**src/sv/lsqfq_pkg.sv**
```systemverilog
// Shared types and constants for the LSQ fake-quantizer gradient block.
`default_nettype none

package lsqfq_pkg;

   localparam int unsigned CSR_INDEX_W = 3;

   localparam logic [CSR_INDEX_W-1:0] CSR_STEP_SCALE     = 3'd0;
   localparam logic [CSR_INDEX_W-1:0] CSR_INV_STEP_SCALE = 3'd1;
   localparam logic [CSR_INDEX_W-1:0] CSR_LEVEL_MIN      = 3'd2;
   localparam logic [CSR_INDEX_W-1:0] CSR_LEVEL_MAX      = 3'd3;
   localparam logic [CSR_INDEX_W-1:0] CSR_GRAD_GAIN      = 3'd4;

   typedef struct packed {
      logic [31:0]        step_scale;
      logic [31:0]        inv_step_scale;
      logic signed [15:0] level_min;
      logic [14:0]        level_max;
      logic [31:0]        grad_gain;
   } cfg_type;

   // operand pair routed to the shared multiplier
   typedef enum logic [2:0] {
      MUL_NONE   = 3'd0,
      MUL_XS     = 3'd1,
      MUL_LEVEL  = 3'd2,
      MUL_GRAD   = 3'd3,
      MUL_MAG_HI = 3'd4,
      MUL_MAG_LO = 3'd5
   } mul_sel_type;

   typedef struct packed {
      logic        load_item;
      mul_sel_type mul_sel;
      logic        load_prod;
      logic        load_round;
      logic        load_clamp;
      logic        load_quant;
      logic        load_contrib;
      logic        load_accum;
      logic        load_mag;
      logic        load_hi;
      logic        load_psum;
      logic        load_sat;
      logic        load_out;
   } dp_cmd_type;

   typedef struct packed {
      logic last;
      logic out_free;
   } dp_status_type;

endpackage

`default_nettype wire

```
**src/sv/lsqfq_csr.sv**
```systemverilog
// Configuration register file written through the csr word channel.
`default_nettype none

module lsqfq_csr (
   input  logic                                 clock,
   input  logic                                 reset,
   input  logic                                 csr_valid,
   output logic                                 csr_ready,
   input  logic [lsqfq_pkg::CSR_INDEX_W-1:0]    csr_index,
   input  logic [31:0]                          csr_wdata,
   output lsqfq_pkg::cfg_type                   cfg
);
   import lsqfq_pkg::*;

   cfg_type cfg_ff, cfg_in;

   assign csr_ready = 1'b1;
   assign cfg       = cfg_ff;

   always_comb begin
      cfg_in = cfg_ff;
      if (csr_valid) begin
         case (csr_index)
            CSR_STEP_SCALE:     cfg_in.step_scale     = csr_wdata;
            CSR_INV_STEP_SCALE: cfg_in.inv_step_scale = csr_wdata;
            CSR_LEVEL_MIN:      cfg_in.level_min      = csr_wdata[15:0];
            CSR_LEVEL_MAX:      cfg_in.level_max      = csr_wdata[14:0];
            CSR_GRAD_GAIN:      cfg_in.grad_gain      = csr_wdata;
            default:            cfg_in = cfg_ff;
         endcase
      end
   end

   always_ff @(posedge clock) begin
      if (reset) begin
         cfg_ff.step_scale     <= 32'h0001_0000;
         cfg_ff.inv_step_scale <= 32'h0001_0000;
         cfg_ff.level_min      <= -16'sd128;
         cfg_ff.level_max      <= 15'd127;
         cfg_ff.grad_gain      <= 32'h0001_0000;
      end else begin
         cfg_ff <= cfg_in;
      end
   end

endmodule

`default_nettype wire

```
**src/sv/lsqfq_ctrl.sv**
```systemverilog
// Sequencing state machine: steps one element through the shared datapath.
`default_nettype none

module lsqfq_ctrl (
   input  logic                     clock,
   input  logic                     reset,
   input  logic                     req_valid,
   output logic                     req_stall,
   input  lsqfq_pkg::dp_status_type status,
   output lsqfq_pkg::dp_cmd_type    cmd
);
   import lsqfq_pkg::*;

   typedef enum logic [13:0] {
      ST_IDLE     = 14'b00000000000001,
      ST_SCALE    = 14'b00000000000010,
      ST_ROUND    = 14'b00000000000100,
      ST_CLAMP    = 14'b00000000001000,
      ST_MUL_Q    = 14'b00000000010000,
      ST_MUL_G    = 14'b00000000100000,
      ST_CONTRIB  = 14'b00000001000000,
      ST_ACCUM    = 14'b00000010000000,
      ST_ABS      = 14'b00000100000000,
      ST_MUL_HI   = 14'b00001000000000,
      ST_MUL_LO   = 14'b00010000000000,
      ST_FINISH   = 14'b00100000000000,
      ST_SATURATE = 14'b01000000000000,
      ST_EMIT     = 14'b10000000000000
   } state_type;

   state_type state_ff, state_in;

   assign req_stall = (state_ff != ST_IDLE);

   always_comb begin
      state_in    = state_ff;
      cmd         = '0;
      cmd.mul_sel = MUL_NONE;
      case (state_ff)
         ST_IDLE: begin
            if (req_valid) begin
               cmd.load_item = 1'b1;
               state_in      = ST_SCALE;
            end
         end
         ST_SCALE: begin
            cmd.mul_sel   = MUL_XS;
            cmd.load_prod = 1'b1;
            state_in      = ST_ROUND;
         end
         ST_ROUND: begin
            cmd.load_round = 1'b1;
            state_in       = ST_CLAMP;
         end
         ST_CLAMP: begin
            cmd.load_clamp = 1'b1;
            state_in       = ST_MUL_Q;
         end
         ST_MUL_Q: begin
            cmd.mul_sel   = MUL_LEVEL;
            cmd.load_prod = 1'b1;
            state_in      = ST_MUL_G;
         end
         ST_MUL_G: begin
            cmd.load_quant = 1'b1;
            cmd.mul_sel    = MUL_GRAD;
            cmd.load_prod  = 1'b1;
            state_in       = ST_CONTRIB;
         end
         ST_CONTRIB: begin
            cmd.load_contrib = 1'b1;
            state_in         = ST_ACCUM;
         end
         ST_ACCUM: begin
            cmd.load_accum = 1'b1;
            state_in       = status.last ? ST_ABS : ST_EMIT;
         end
         ST_ABS: begin
            cmd.load_mag = 1'b1;
            state_in     = ST_MUL_HI;
         end
         ST_MUL_HI: begin
            cmd.mul_sel   = MUL_MAG_HI;
            cmd.load_prod = 1'b1;
            state_in      = ST_MUL_LO;
         end
         ST_MUL_LO: begin
            cmd.load_hi   = 1'b1;
            cmd.mul_sel   = MUL_MAG_LO;
            cmd.load_prod = 1'b1;
            state_in      = ST_FINISH;
         end
         ST_FINISH: begin
            cmd.load_psum = 1'b1;
            state_in      = ST_SATURATE;
         end
         ST_SATURATE: begin
            cmd.load_sat = 1'b1;
            state_in     = ST_EMIT;
         end
         ST_EMIT: begin
            if (status.out_free) begin
               cmd.load_out = 1'b1;
               state_in     = ST_IDLE;
            end
         end
         default: state_in = ST_IDLE;
      endcase
   end

   always_ff @(posedge clock) begin
      if (reset) begin
         state_ff <= ST_IDLE;
      end else begin
         state_ff <= state_in;
      end
   end

endmodule

`default_nettype wire

```
**src/sv/lsqfq_dp.sv**
```systemverilog
// Datapath: shared 33x33 multiplier, rounding, clamping, accumulator, result word.
`default_nettype none

module lsqfq_dp (
   input  logic                     clock,
   input  logic                     reset,
   input  logic signed [31:0]       req_sample_value,
   input  logic signed [31:0]       req_upstream_grad,
   input  logic                     req_final_element,
   input  lsqfq_pkg::cfg_type       cfg,
   input  lsqfq_pkg::dp_cmd_type    cmd,
   output lsqfq_pkg::dp_status_type status,
   output logic                     rsp_valid,
   input  logic                     rsp_stall,
   output logic signed [31:0]       rsp_quantized_value,
   output logic signed [31:0]       rsp_input_grad,
   output logic signed [47:0]       rsp_scale_grad,
   output logic                     rsp_scale_grad_valid
);
   import lsqfq_pkg::*;

   localparam logic signed [64:0] SAT32_HI = 65'sd2147483647;
   localparam logic signed [64:0] SAT32_LO = -65'sd2147483648;
   localparam logic [63:0]        SG_POS_LIM = 64'h0000_7FFF_FFFF_FFFF;
   localparam logic [63:0]        SG_NEG_LIM = 64'h0000_8000_0000_0000;

   // element
   logic signed [31:0] x_ff, g_ff;
   logic               last_ff;

   // shared multiplier
   logic signed [32:0] mul_a, mul_b;
   logic signed [65:0] mul_full;
   logic signed [64:0] prod_ff;

   // rounding / classification
   logic signed [63:0] xs;
   logic signed [64:0] xs_ext, xs_bias, xs_rnd;
   logic signed [63:0] lo_bound, hi_bound;
   logic signed [32:0] r_ff, r_in;
   logic               below_ff, below_in, above_ff, above_in;
   logic [32:0]        xs_lo_ff;

   // clamp
   logic signed [32:0] lmin33, lmax33, t33, op_ff, op_in;
   logic [32:0]        d33;
   logic signed [16:0] lvl_ff, lvl_in;
   logic               inside_ff;

   // quantized value
   logic signed [31:0] q_ff, q_in;

   // scale gradient term and accumulator
   logic signed [64:0] c_bias, c_rnd, acc_sum;
   logic signed [63:0] contrib_ff, contrib_in;
   logic signed [63:0] sum_ff, sum_in, acc_sat;

   // final scaling by grad_gain
   logic               neg_ff;
   logic [63:0]        mag_ff, hi_ff, psum_ff, psum_in;
   logic [47:0]        neg_p;
   logic signed [47:0] sg_ff, sg_in;

   // result word
   logic               out_valid_ff, out_valid_in;
   logic signed [31:0] out_q_ff, out_ig_ff;
   logic signed [47:0] out_sg_ff;
   logic               out_sgv_ff;

   assign status.last     = last_ff;
   assign status.out_free = !out_valid_ff || !rsp_stall;

   assign rsp_valid            = out_valid_ff;
   assign rsp_quantized_value  = out_q_ff;
   assign rsp_input_grad       = out_ig_ff;
   assign rsp_scale_grad       = out_sg_ff;
   assign rsp_scale_grad_valid = out_sgv_ff;

   always_comb begin
      case (cmd.mul_sel)
         MUL_XS: begin
            mul_a = {x_ff[31], x_ff};
            mul_b = {1'b0, cfg.inv_step_scale};
         end
         MUL_LEVEL: begin
            mul_a = {{16{lvl_ff[16]}}, lvl_ff};
            mul_b = {1'b0, cfg.step_scale};
         end
         MUL_GRAD: begin
            mul_a = {g_ff[31], g_ff};
            mul_b = op_ff;
         end
         MUL_MAG_HI: begin
            mul_a = {1'b0, mag_ff[63:32]};
            mul_b = {1'b0, cfg.grad_gain};
         end
         MUL_MAG_LO: begin
            mul_a = {1'b0, mag_ff[31:0]};
            mul_b = {1'b0, cfg.grad_gain};
         end
         default: begin
            mul_a = '0;
            mul_b = '0;
         end
      endcase
   end

   assign mul_full = mul_a * mul_b;

   // xs in Q32.32, rounded half away from zero to an integer level
   always_comb begin
      xs       = prod_ff[63:0];
      xs_ext   = {xs[63], xs};
      xs_bias  = xs[63] ? 65'sh0_7FFF_FFFF : 65'sh0_8000_0000;
      xs_rnd   = xs_ext + xs_bias;
      r_in     = xs_rnd[64:32];
      lo_bound = {{16{cfg.level_min[15]}}, cfg.level_min, 32'h0};
      hi_bound = {17'h0, cfg.level_max, 32'h0};
      below_in = xs < lo_bound;
      above_in = xs > hi_bound;
   end

   always_comb begin
      lmin33 = {{17{cfg.level_min[15]}}, cfg.level_min};
      lmax33 = {18'h0, cfg.level_max};
      t33    = (r_ff < lmin33) ? lmin33 : r_ff;
      lvl_in = (t33 > lmax33) ? lmax33[16:0] : t33[16:0];
      // round(xs) - xs fits in 33 bits, so the low bits suffice
      d33    = {r_ff[0], 32'h0} - xs_lo_ff;
      if (below_ff) begin
         op_in = lmin33;
      end else if (above_ff) begin
         op_in = lmax33;
      end else begin
         op_in = d33;
      end
   end

   always_comb begin
      if (prod_ff > SAT32_HI) begin
         q_in = 32'sh7FFF_FFFF;
      end else if (prod_ff < SAT32_LO) begin
         q_in = -32'sh8000_0000;
      end else begin
         q_in = prod_ff[31:0];
      end
   end

   always_comb begin
      c_bias = prod_ff[64] ? 65'sh7FFF : 65'sh8000;
      c_rnd  = prod_ff + c_bias;
      if (inside_ff) begin
         contrib_in = {{15{c_rnd[64]}}, c_rnd[64:16]};
      end else begin
         contrib_in = {prod_ff[47:0], 16'h0};
      end
   end

   always_comb begin
      acc_sum = {sum_ff[63], sum_ff} + {contrib_ff[63], contrib_ff};
      if (acc_sum[64] != acc_sum[63]) begin
         acc_sat = acc_sum[64] ? 64'sh8000_0000_0000_0000 : 64'sh7FFF_FFFF_FFFF_FFFF;
      end else begin
         acc_sat = acc_sum[63:0];
      end
      sum_in = sum_ff;
      if (cmd.load_accum) begin
         sum_in = acc_sat;
      end else if (cmd.load_mag) begin
         sum_in = '0;
      end
   end

   always_comb begin
      psum_in = hi_ff + {32'h0, prod_ff[63:32]} + {63'h0, prod_ff[31]};
      neg_p   = 48'h0 - psum_ff[47:0];
      if (neg_ff) begin
         sg_in = (psum_ff > SG_NEG_LIM) ? 48'sh8000_0000_0000 : neg_p;
      end else begin
         sg_in = (psum_ff > SG_POS_LIM) ? 48'sh7FFF_FFFF_FFFF : psum_ff[47:0];
      end
   end

   always_comb begin
      out_valid_in = out_valid_ff && rsp_stall;
      if (cmd.load_out) begin
         out_valid_in = 1'b1;
      end
   end

   always_ff @(posedge clock) begin
      if (reset) begin
         out_valid_ff <= 1'b0;
         sum_ff       <= '0;
      end else begin
         out_valid_ff <= out_valid_in;
         sum_ff       <= sum_in;
      end
   end

   always_ff @(posedge clock) begin
      if (cmd.load_item) begin
         x_ff    <= req_sample_value;
         g_ff    <= req_upstream_grad;
         last_ff <= req_final_element;
      end
      if (cmd.load_prod) begin
         prod_ff <= mul_full[64:0];
      end
      if (cmd.load_round) begin
         r_ff     <= r_in;
         below_ff <= below_in;
         above_ff <= above_in;
         xs_lo_ff <= prod_ff[32:0];
      end
      if (cmd.load_clamp) begin
         lvl_ff    <= lvl_in;
         op_ff     <= op_in;
         inside_ff <= !below_ff && !above_ff;
      end
      if (cmd.load_quant) begin
         q_ff <= q_in;
      end
      if (cmd.load_contrib) begin
         contrib_ff <= contrib_in;
      end
      if (cmd.load_mag) begin
         neg_ff <= sum_ff[63];
         mag_ff <= sum_ff[63] ? 64'h0 - sum_ff : sum_ff;
      end
      if (cmd.load_hi) begin
         hi_ff <= prod_ff[63:0];
      end
      if (cmd.load_psum) begin
         psum_ff <= psum_in;
      end
      if (cmd.load_sat) begin
         sg_ff <= sg_in;
      end
      if (cmd.load_out) begin
         out_q_ff   <= q_ff;
         out_ig_ff  <= inside_ff ? g_ff : 32'sh0;
         out_sg_ff  <= last_ff ? sg_ff : 48'sh0;
         out_sgv_ff <= last_ff;
      end
   end

endmodule

`default_nettype wire

```
**src/sv/lsq_fake_quant_grad.sv**
```systemverilog
// Top level: LSQ fake quantizer with straight-through and step-size gradients.
// Each element is stepped through the one shared 33x33 multiplier, used three times per
// element and twice more on a final element, with a register after every product; a new
// element is accepted only after the previous result has been loaded into the result word.
// Reset restores the registers to their defaults and clears the gradient sum.
`default_nettype none

module lsq_fake_quant_grad (
   input  logic                              clock,
   input  logic                              reset,
   input  logic                              req_valid,
   output logic                              req_stall,
   input  logic signed [31:0]                req_sample_value,
   input  logic signed [31:0]                req_upstream_grad,
   input  logic                              req_final_element,
   output logic                              rsp_valid,
   input  logic                              rsp_stall,
   output logic signed [31:0]                rsp_quantized_value,
   output logic signed [31:0]                rsp_input_grad,
   output logic signed [47:0]                rsp_scale_grad,
   output logic                              rsp_scale_grad_valid,
   input  logic                              csr_valid,
   output logic                              csr_ready,
   input  logic [lsqfq_pkg::CSR_INDEX_W-1:0] csr_index,
   input  logic [31:0]                       csr_wdata
);
   import lsqfq_pkg::*;

   cfg_type       cfg;
   dp_cmd_type    cmd;
   dp_status_type status;

   lsqfq_csr u_csr (
      .clock     (clock),
      .reset     (reset),
      .csr_valid (csr_valid),
      .csr_ready (csr_ready),
      .csr_index (csr_index),
      .csr_wdata (csr_wdata),
      .cfg       (cfg)
   );

   lsqfq_ctrl u_ctrl (
      .clock     (clock),
      .reset     (reset),
      .req_valid (req_valid),
      .req_stall (req_stall),
      .status    (status),
      .cmd       (cmd)
   );

   lsqfq_dp u_dp (
      .clock                (clock),
      .reset                (reset),
      .req_sample_value     (req_sample_value),
      .req_upstream_grad    (req_upstream_grad),
      .req_final_element    (req_final_element),
      .cfg                  (cfg),
      .cmd                  (cmd),
      .status               (status),
      .rsp_valid            (rsp_valid),
      .rsp_stall            (rsp_stall),
      .rsp_quantized_value  (rsp_quantized_value),
      .rsp_input_grad       (rsp_input_grad),
      .rsp_scale_grad       (rsp_scale_grad),
      .rsp_scale_grad_valid (rsp_scale_grad_valid)
   );

endmodule

`default_nettype wire

```
**config.mk**
```make
export PLATFORM = sky130hd
export DESIGN_NAME = lsq_fake_quant_grad
export DESIGN_NICKNAME = d
export VERILOG_FILES = /design/src/sv/lsqfq_pkg.sv /design/src/sv/lsqfq_csr.sv /design/src/sv/lsqfq_ctrl.sv /design/src/sv/lsqfq_dp.sv /design/src/sv/lsq_fake_quant_grad.sv
export SDC_FILE = /design/constraint.sdc
export NUM_CORES = 2
export LEC_CHECK = 0
export ABC_AREA = 1
export BUFFER_PORTS_ARGS = -buffer_cell sky130_fd_sc_hd__buf_4
export CAP_MARGIN = 0
export CORE_ASPECT_RATIO = 1.5
export CORE_MARGIN = 3
export CORE_UTILIZATION = 45
export CTS_BUF_LIST = sky130_fd_sc_hd__clkbuf_2 sky130_fd_sc_hd__clkbuf_4 sky130_fd_sc_hd__clkbuf_8
export CTS_CLUSTER_SIZE = 16
export DETAILED_ROUTE_END_ITERATION = 6
export PLACE_DENSITY = 0.64
export REMOVE_ABC_BUFFERS = 1
export SLEW_MARGIN = 20
export SYNTH_ARGS = -nofsm -noshare
export SYNTH_HDL_FRONTEND = slang
export SYNTH_SLANG_ARGS = --single-unit
```
**constraint.sdc**
```tcl
create_clock -name clock -period 11.5 [get_ports clock]
set_input_delay 0.575 -clock clock [delete_from_list [all_inputs] [get_ports clock]]
set_output_delay 0.575 -clock clock [all_outputs]
set_load 0.005 [all_outputs]
```
==> impl_metrics.sql <==
INSERT INTO impl_metrics (metric_group, metric, value, unit) VALUES
('setup_path', 'setup.worst_path.start_class', 'register', ''),
('drt', 'drtPass1Iterations', '7', ''),
('yosys', 'yosysWarnings', '0', ''),
('cells_and_area', 'fin_area', '101000', 'um2'),
('grt', 'grt_antenna_before_repair', '36', ''),
('placement', 'place_worst_setup_slack', '763', 'ps'),
('grt', 'grt_first_pass_wirelength', '563000', 'um'),
('drt', 'viasPerCell', '5.62', ''),
('drt', 'drt_iter0_drc', '6932', ''),
('timing', 'worst_pin_slew', '1190', 'ps'),
('die', 'ios', '221', ''),
('setup_path', 'path_max_fanout', '17', ''),
('power', 'max-vdd-ir-drop', '0.105', 'mV'),
('setup_path', 'cp_slowest_cell', 'fa_1', ''),
('yosys', 'sequential_share_of_the_synthesized_area', '27.4', '%'),
('cts', 'h_tree_level_count', '4', ''),
('cts', 'cts-buffers-inserted', '153', ''),
('yosys', 'muxShareOfSynthArea', '0', '%'),
('yosys', 'synth_top_family_by_area', 'adder cells', ''),
('min_path', 'holdCritPathClass', 'input port to register', ''),
('yosys', 'postSynth.asyncResetShare', '0', '%'),
('placement', 'globalplace.congestion', '1.10', ''),
('yosys', 'syn_area_per_cell', '8.31', 'um2'),
('yosys', 'synth_top_flop_cell', 'edfxtp_1', ''),
('timing', 'worst_slew_margin_rel', '20.9', '%'),
('cells_and_area', 'layout.core_utilization', '50.0', '%'),
('cells_and_area', 'fin_nets', '13100', ''),
('cells_and_area', 'layout_cells_sized_above_1', '8.02', '%'),
('yosys', 'ys_ff_latch', '905', ''),
('die', 'dieHeight', '558', 'um'),
('timing', 'timing.final.setup_violations', '0', ''),
('yosys', 'synth_adder_area_share', '31.1', '%'),
('grt', 'overflow', '0', ''),
('cts', 'clkTransAtPathRegs', '70', 'ps'),
('drt', 'remaining_drc_errors', '0', ''),
('yosys', 'yosysTopAreaCellShare', '24.9', '%'),
('yosys', 'synth_simple_gate_area_share', '19.7', '%'),
('status', 'status', 'completed', ''),
('grt', 'globalRouteTotalUtil', '37.7', '%'),
('yosys', 'syn-instance-count', '11000', ''),
('flow_run', 'cap_viol_max_count', '0', ''),
('die', 'chipWidth', '374', 'um'),
('grt', 'grt_pass1_vias', '83000', ''),
('timing', 'finalSetupTns', '0', 'ps'),
('setup_path', 'critPathRequiredTime', '12110', 'ps'),
('cts', 'cts_setup_buffers', '0', ''),
('setup_path', 'worst-setup-path-type', 'register to register', ''),
('setup_path', 'path_common_cell', 'fa_1', ''),
('yosys', 'synth-edff-count', '699', ''),
('drt', 'ant_nets', '0', ''),
('die', 'initial_standard_cell_utilization_of_the_core', '45.3', '%'),
('timing', 'maxSlewViolCount', '0', ''),
('timing', 'final_hold_viol_count', '0', ''),
('die', 'dieArea', '209000', 'um2'),
('cts', 'cts-root-to-sink-buffers', '4', ''),
('placement', 'placement.io_buffers', '219', ''),
('drt', 'via_count', '79700', ''),
('cells_and_area', 'area_growth', '10.4', '%'),
('die', 'core_area', '202000', 'um2'),
('setup_path', 'critical_path_buf_inv_count', '7', ''),
('cts', 'post_cts_hold_buffer_count', '94', ''),
('cts', 'postCtsResizedCells', '0', ''),
('timing', 'hold-worst-slack', '49.8', 'ps'),
('setup_path', 'critical-path-top-delay-family', 'adder cells', ''),
('yosys', 'yosysUniqueCellTypes', '64', ''),
('drt', 'wirelength', '397000', 'um'),
('yosys', 'synth_largest_area_cell', 'fa_1', ''),
('yosys', 'post_synthesis_compound_gate_area_fraction', '7.76', '%'),
('drt', 'detail_route.wl_per_cell', '28.0', 'um'),
('power', 'power-per-cell-area', '70.4', 'nW/um2'),
('cts', 'root_buffer', 'clkbuf_8', '');
flip-flops by register name, indices dropped and copies added, names as in the netlist, 33 cells and up:
register             cells
u_csr.cfg              127
u_dp.contrib_ff         64
u_dp.hi_ff              64
u_dp.mag_ff             64
u_dp.op_ff              33
u_dp.prod_ff            65
u_dp.psum_ff            64
u_dp.r_ff               33
u_dp.rsp_scale_grad     48
u_dp.sg_ff              48
u_dp.sum_ff             64
u_dp.xs_lo_ff           33
final timing paths:
check                                                to  slack, ps                       startpoint  cells past startpoint
hold / removal               u_csr.cfg[56]$_SDFFE_PP1P_         50                     csr_wdata[9]                      3
setup reg to reg             u_dp.prod_ff[58]$_DFFE_PN_        530  u_ctrl.state_ff[1]$_SDFFE_PP0P_                     31
hold reg to reg   u_dp.rsp_quantized_value[7]$_DFFE_PP_        400       u_dp.q_ff[7]$_SDFFCE_PN1P_                      0
setup / recovery             u_dp.prod_ff[58]$_DFFE_PN_        530  u_ctrl.state_ff[1]$_SDFFE_PP0P_                     31
per-layer routing:
| metal | global-route usage [%] | wire length, um |
|---|---|---|
| met4 | 39.5 | 51900 |
| met1 | 38.2 | 127000 |
| met2 | 63.5 | 189000 |
| met5 | 0 | 168 |
| met3 | 6.77 | 28400 |
cell usage in the layout (no fill, tap or decap), drive strengths merged, types with 205 or more instances in the layout:
master  synthesis  routed
a21oi         493     493
buf           190     448
clkbuf        125     211
dfxtp         206     206
edfxtp        699     699
fa           1139    1139
ha            451     451
inv          2306    2303
nand2        2372    2372
nand3         383     383
nor2         1249    1249
o21ai         421     421
xor2          205     205
metrics by stage:
step / std cells / power, uW
floorplan: 10700 / 3810
finish: 14200 / 7120
global placement: 13800 / 4020
global route: 14200 / 7320
detailed placement: 13800 / 4030
CTS: 14200 / 7160
power breakdown:
group	leakage [uW]	total, uW	internal, uW	switching (uW)
clock	0.00164	3110	1710	1400
combinational	0.0383	415	122	293
sequential	0.00816	3590	3550	34.2
area by class of cell:
type | instances | area, um2
Fill cell | 19600 | 101000
Sequential cell | 905 | 25100
Inverter | 2316 | 8700
Antenna cell | 17 | 42.5
Multi-Input combinational cell | 7479 | 56400
Timing Repair Buffer | 542 | 4350
Clock inverter | 55 | 559
Tap cell | 2652 | 3320
Clock buffer | 211 | 2600
kinds of logic (layout without fill, tap and decap cells):
logic type	count (synthesis)	count (layout)
flip-flops	905	905
adder cells (fa/ha/maj)	1590	1590
buffers and inverters	2631	3124
other	1	18
AND/OR/NAND/NOR	4386	4386
AO/OA/AOI/OAI	1201	1201
XOR/XNOR	301	301
worst min-delay path, delay by kind of cell:
kind	cells	cell delay, ps
AO/OA/AOI/OAI	1	70
AND/OR/NAND/NOR	1	70
buffers and inverters	1	150
No activity file was read; power rests on OpenSTA's default activity.
